[src/design/tapc_pkg.sv]
// shared types and constants for the triangle axis plane clipper
package tapc_pkg;

   // default geometry of the datapath
   localparam int DEF_COORD_BITS      = 32;
   localparam int DEF_FRAC_BITS       = 16;
   localparam int DEF_RATIO_FRAC_BITS = 24;

   // quotient bits resolved per divider stage
   localparam int DIV_STEP_BITS = 3;

   // register indexes on the csr port
   localparam logic [1:0] REG_CLIP_AXIS      = 2'd0;
   localparam logic [1:0] REG_PLANE_POSITION = 2'd1;
   localparam logic [1:0] REG_KEEP_BELOW     = 2'd2;

   // axis codes, anything else means z
   localparam logic [1:0] AXIS_X = 2'd0;
   localparam logic [1:0] AXIS_Y = 2'd1;

   typedef enum logic [2:0] {
      MODE_PASS,
      MODE_ONE_BELOW,
      MODE_ONE_ABOVE,
      MODE_TWO_BELOW,
      MODE_TWO_ABOVE
   } mode_type;

   typedef enum logic [1:0] {
      SEL_START,
      SEL_END,
      SEL_MIX
   } sel_type;

   typedef struct packed {
      logic ratio_one;
      logic tiny_edge;
   } div_flags_type;

endpackage

[src/design/tapc_div.sv]
// pipelined restoring divider producing the edge cut ratio
module tapc_div #(
   parameter int  MAG_BITS   = tapc_pkg::DEF_COORD_BITS + 1,
   parameter int  RATIO_BITS = tapc_pkg::DEF_RATIO_FRAC_BITS,
   parameter int  EDGE_MIN   = 1,
   localparam int STAGES     = (RATIO_BITS + tapc_pkg::DIV_STEP_BITS - 1) /
                               tapc_pkg::DIV_STEP_BITS
) (
   input  logic                          clock,
   input  logic [STAGES:0]               stage_en,
   input  logic [MAG_BITS-1:0]           num_mag,
   input  logic [MAG_BITS-1:0]           den_mag,
   output logic [RATIO_BITS:0]           ratio,
   output tapc_pkg::div_flags_type       flags
);
   import tapc_pkg::*;

   logic [MAG_BITS-1:0]   rem_ff [STAGES+1];
   logic [MAG_BITS-1:0]   den_ff [STAGES+1];
   logic [RATIO_BITS-1:0] quo_ff [STAGES+1];
   div_flags_type         flg_ff [STAGES+1];

   // entry: classify the edge, start with remainder = numerator
   always_ff @(posedge clock) begin
      if (stage_en[0]) begin
         rem_ff[0]           <= num_mag;
         den_ff[0]           <= den_mag;
         quo_ff[0]           <= '0;
         flg_ff[0].ratio_one <= (num_mag >= den_mag);
         flg_ff[0].tiny_edge <= (den_mag < MAG_BITS'(EDGE_MIN));
      end
   end

   for (genvar s = 1; s <= STAGES; s++) begin : g_step
      logic [MAG_BITS-1:0]   rem_in;
      logic [RATIO_BITS-1:0] quo_in;

      always_comb begin
         logic [MAG_BITS:0]     sh;
         logic [MAG_BITS-1:0]   r;
         logic [RATIO_BITS-1:0] q;
         r  = rem_ff[s-1];
         q  = quo_ff[s-1];
         sh = '0;
         for (int j = 0; j < DIV_STEP_BITS; j++) begin
            if ((s - 1) * DIV_STEP_BITS + j < RATIO_BITS) begin
               sh = {r, 1'b0};
               if (sh >= {1'b0, den_ff[s-1]}) begin
                  sh = sh - {1'b0, den_ff[s-1]};
                  q  = {q[RATIO_BITS-2:0], 1'b1};
               end else begin
                  q  = {q[RATIO_BITS-2:0], 1'b0};
               end
               r = sh[MAG_BITS-1:0];
            end
         end
         rem_in = r;
         quo_in = q;
      end

      always_ff @(posedge clock) begin
         if (stage_en[s]) begin
            rem_ff[s] <= rem_in;
            den_ff[s] <= den_ff[s-1];
            quo_ff[s] <= quo_in;
            flg_ff[s] <= flg_ff[s-1];
         end
      end
   end

   assign flags = flg_ff[STAGES];
   assign ratio = flg_ff[STAGES].ratio_one ? {1'b1, {RATIO_BITS{1'b0}}}
                                           : {1'b0, quo_ff[STAGES]};

endmodule

[config.mk]
export PLATFORM = sky130hd
export DESIGN_NAME = tapc_div
export DESIGN_NICKNAME = d
export VERILOG_FILES = /design/src/design/tapc_pkg.sv /design/src/design/tapc_div.sv
export SDC_FILE = /design/constraint.sdc
export NUM_CORES = 2
export LEC_CHECK = 0
export ABC_AREA = 1
export BUFFER_PORTS_ARGS = -buffer_cell sky130_fd_sc_hd__buf_2
export CAP_MARGIN = 20
export CORE_MARGIN = 1.5
export CORE_UTILIZATION = 55
export CTS_BUF_LIST = sky130_fd_sc_hd__clkbuf_8
export CTS_CLUSTER_DIAMETER = 100
export DETAILED_ROUTE_END_ITERATION = 12
export GPL_TIMING_DRIVEN = 0
export HOLD_SLACK_MARGIN = 0.06
export PLACE_DENSITY = 0.71
export SKIP_CTS_REPAIR_TIMING = 1
export SLEW_MARGIN = 20
export SYNTH_ARGS = -nofsm -noshare
export SYNTH_HDL_FRONTEND = slang
export SYNTH_SLANG_ARGS = --single-unit
[constraint.sdc]
create_clock -name clock -period 15.5 [get_ports clock]
set_clock_uncertainty 0.2 [all_clocks]
set_input_delay 2.325 -clock clock [delete_from_list [all_inputs] [get_ports clock]]
set_output_delay 2.325 -clock clock [all_outputs]
set_load 0.03 [all_outputs]
==> impl.org <==
** Detailed routing
- The routed design has 246000 µm of wire.
- Per-cell routed wire length :: 20.4 µm
- Iteration count of the initial detailed-routing pass :: 7
- Mean number of vias per cell :: 5.89
- In the routed design, unresolved DRC markers number 0.
- After the first detailed-routing iteration, the DRC count stood at 7682.
- Post-route ant nets :: 0
- The detailed router placed 70800 vias in this run.

** GRT
- In the global route stage, met1 resource usage came out at 0.505.
- Vias in the first global route :: 65600
- Entering global routing, the biggest net connects 75 pins.
- Global-route usage over all layers :: 0.364
- For met2 alone, demand over resource in global routing was 0.558.
- The first global-routing pass estimated 372000 µm of wire.
- M3 GR Usage :: 0.0589
- Initial antenna violation count :: 8
- met2 is the most crowded layer.
- Total overflow reported by the global router :: 0

** Critical path
- The cell that appears most often on the critical path is sky130_fd_sc_hd__nand2_1.
- Highest net fanout along the worst path :: 10
- Worst path bufs/invs :: 8
- The worst setup path is of the reg -> reg kind.
- Top Family by Delay on Critical Path :: compound AO/OA/AOI/OAI gates
- Data required time of the worst path :: 15860 ps
- Arrival time of the worst setup path :: 9870 ps
- In this design, the stage delay of the slowest critical-path cell is 620 ps.
- Across all register-to-register paths, the minimum setup slack is 5990 ps.
- Worst setup SP type :: register
- The worst setup path is captured at a register.
- On the critical path, the stage with the largest delay is an instance of sky130_fd_sc_hd__clkbuf_1.

** CTS
- Clock latency on the worst-skew pair :: 900 ps
- Root buffer cell :: sky130_fd_sc_hd__clkbuf_8
- The clock net in this run drives a total of 654 sinks.
- Clock-pin slew reported for the worst setup and hold paths after clock tree synthesis :: 60 ps
- In this run, CTS created clock tree buffers numbering 113.
- Maximum number of buffers from clock root to sink :: 3
- TritonCTS clock tree :: done
- In this run the number of H-tree levels came out at 3.

** Final layout
- The net count of the finished layout is 11200.
- Counting the fill cells in the layout gives 12200.
- The finished cells cover 76200 µm².
- Share of final-layout standard cells stronger than drive strength 1 :: 0.0506
- Area grow syn2layout :: 7.27%

** Placement
- During placement, the flow inserted port buffers numbering 102.
- Placed inst area :: 73800 µm²
- Final estimated routing congestion in global placement :: 1.02
- The wire-length estimate of the detail-placed layout is 206000 µm.

** Logic synthesis
- The number of nets handed over by synthesis was 10900.
- Number of register bits inferred by synthesis :: 654
- After synthesis, the netlist uses 63 different library cells.
- Synth area leaders :: sky130_fd_sc_hd__edfxtp_1 28%, sky130_fd_sc_hd__nand2_1 15%, sky130_fd_sc_hd__ha_1 14%
- Counting every instance in the synthesized netlist gives 10000.
- In this run the cell area of the synthesized design comes to 71000 µm².
- Most frequent cells after synthesis :: 2754 x sky130_fd_sc_hd__nand2_1, 1185 x sky130_fd_sc_hd__inv_1, 969 x sky130_fd_sc_hd__a21oi_1
- Of all flip-flops after synthesis, the portion carrying an async set or reset was 0.
- Count of flip-flops with a built-in enable after synthesis :: 654
- Portion of synthesized cell area occupied by the leading cell type :: 0.277
- The Yosys step of the flow raised 0 warnings.
- Seq/Total Area, Yosys :: 0.277
- The average instance in the mapped netlist occupies 7.07 µm².
- The largest total area in the synthesized netlist belongs to sky130_fd_sc_hd__edfxtp_1.
- In the post-synthesis netlist, the cell with the most instances is sky130_fd_sc_hd__nand2_1.
- Dominant synthesized flop cell :: sky130_fd_sc_hd__edfxtp_1

** Timing
- The routed design could run at a clock period as short as 9510 ps.
- RSZ-0062 raised after global routing :: false
- Of the available clock period, the critical path in the final layout requires 0.613.
- The total count of max-transition violations in the final report came to 0.
- Final Hold Vio Count :: 0
- Worst-case headroom to the max-slew limit :: 0.274
- Setup violations remaining at the end of the flow were counted as 0.
- Fmax :: 105 MHz
- For the final routed database, the setup TNS stands at 0 ps.
- For the pin with the worst max-slew slack, the measured transition is 1080 ps.

** Floorplan
- Horizontal die dimension :: 362 µm
- The core region is 128000 µm².
- Num ports :: 103
- Floorplan die area :: 131000 µm²
- Num rows :: 131
- Effective utilization at floorplan :: 0.555
- Die Height :: 362 µm

** Min path
- Path class of the lowest-slack min-delay path :: reg -> reg

** Run status
- The run finished with clean final reports.

** Run
- Max-Cap Viols :: 0
## path summary, 6_finish.rpt
path	startpoint	endpoint	depth (start not counted)
max	den_ff[0][198]	rem_ff[0][259]	41
min	quo_ff[0][76]	quo_ff[1][7]	0
max reg2reg	den_ff[0][198]	rem_ff[0][259]	41
min reg2reg	quo_ff[0][76]	quo_ff[1][7]	0
## placed cells by master, fill, tap and decap left out, types with 90 or more instances in the layout
cell type / n
sky130_fd_sc_hd__a21oi_1: 969
sky130_fd_sc_hd__buf_2: 159
sky130_fd_sc_hd__clkbuf_8: 113
sky130_fd_sc_hd__edfxtp_1: 654
sky130_fd_sc_hd__ha_1: 808
sky130_fd_sc_hd__inv_1: 1211
sky130_fd_sc_hd__nand2_1: 2754
sky130_fd_sc_hd__nand3_1: 428
sky130_fd_sc_hd__nor2_1: 774
sky130_fd_sc_hd__nor3_1: 100
sky130_fd_sc_hd__o21ai_0: 748
sky130_fd_sc_hd__o21ai_1: 90
sky130_fd_sc_hd__xnor2_1: 325
sky130_fd_sc_hd__xor2_1: 330
## area by class of cell
type                       count  area [µm²]  area share
multi-input combinational   8027       46000       0.605
sequential                   654       19600       0.258
inverter                    1207        4530      0.0595
tap                         1662        2080      0.0273
clock buffer                 113        1560      0.0204
buffer                       151         796      0.0104
clock inverter                90         790      0.0104
timing repair buffer         109         731     0.00959
antenna                        2        5.00   0.0000657
## registers in the layout (all words and copies together) (netlist names)
signal / count
rem_ff: 264
den_ff: 264
quo_ff: 108
flg_ff: 18
## per-stage QoR
stage	util	hold slack (ps)	std cells	worst slack (ps)
floorplan	-	200	10000	8950
global placement	0.576	201	11800	6350
detailed placement	0.577	205	11800	6280
CTS	0.596	139	12000	6240
global route	0.596	164	12000	5310
finish	0.596	153	12000	5990
## routing by layer
metal  routed length, µm  up-vias
met4               11900        0
met3               22100      555
met2              104000     3142
met1              107000    32600
li1                    -    34500
met5                   0        -
## kinds of logic after synthesis
| kind of cell | after synthesis | share of synthesized area |
|---|---|---|
| buffers and inverters | 1358 | 0.0750 |
| flip-flops | 654 | 0.277 |
| adder cells (fa/ha/maj) | 816 | 0.145 |
| AO/OA/AOI/OAI | 2229 | 0.173 |
| XOR/XNOR | 655 | 0.0808 |
| AND/OR/NAND/NOR | 4327 | 0.250 |
Power is not shown: default switching activity piles up to over one toggle a cycle in this logic, so the estimate is an artifact.
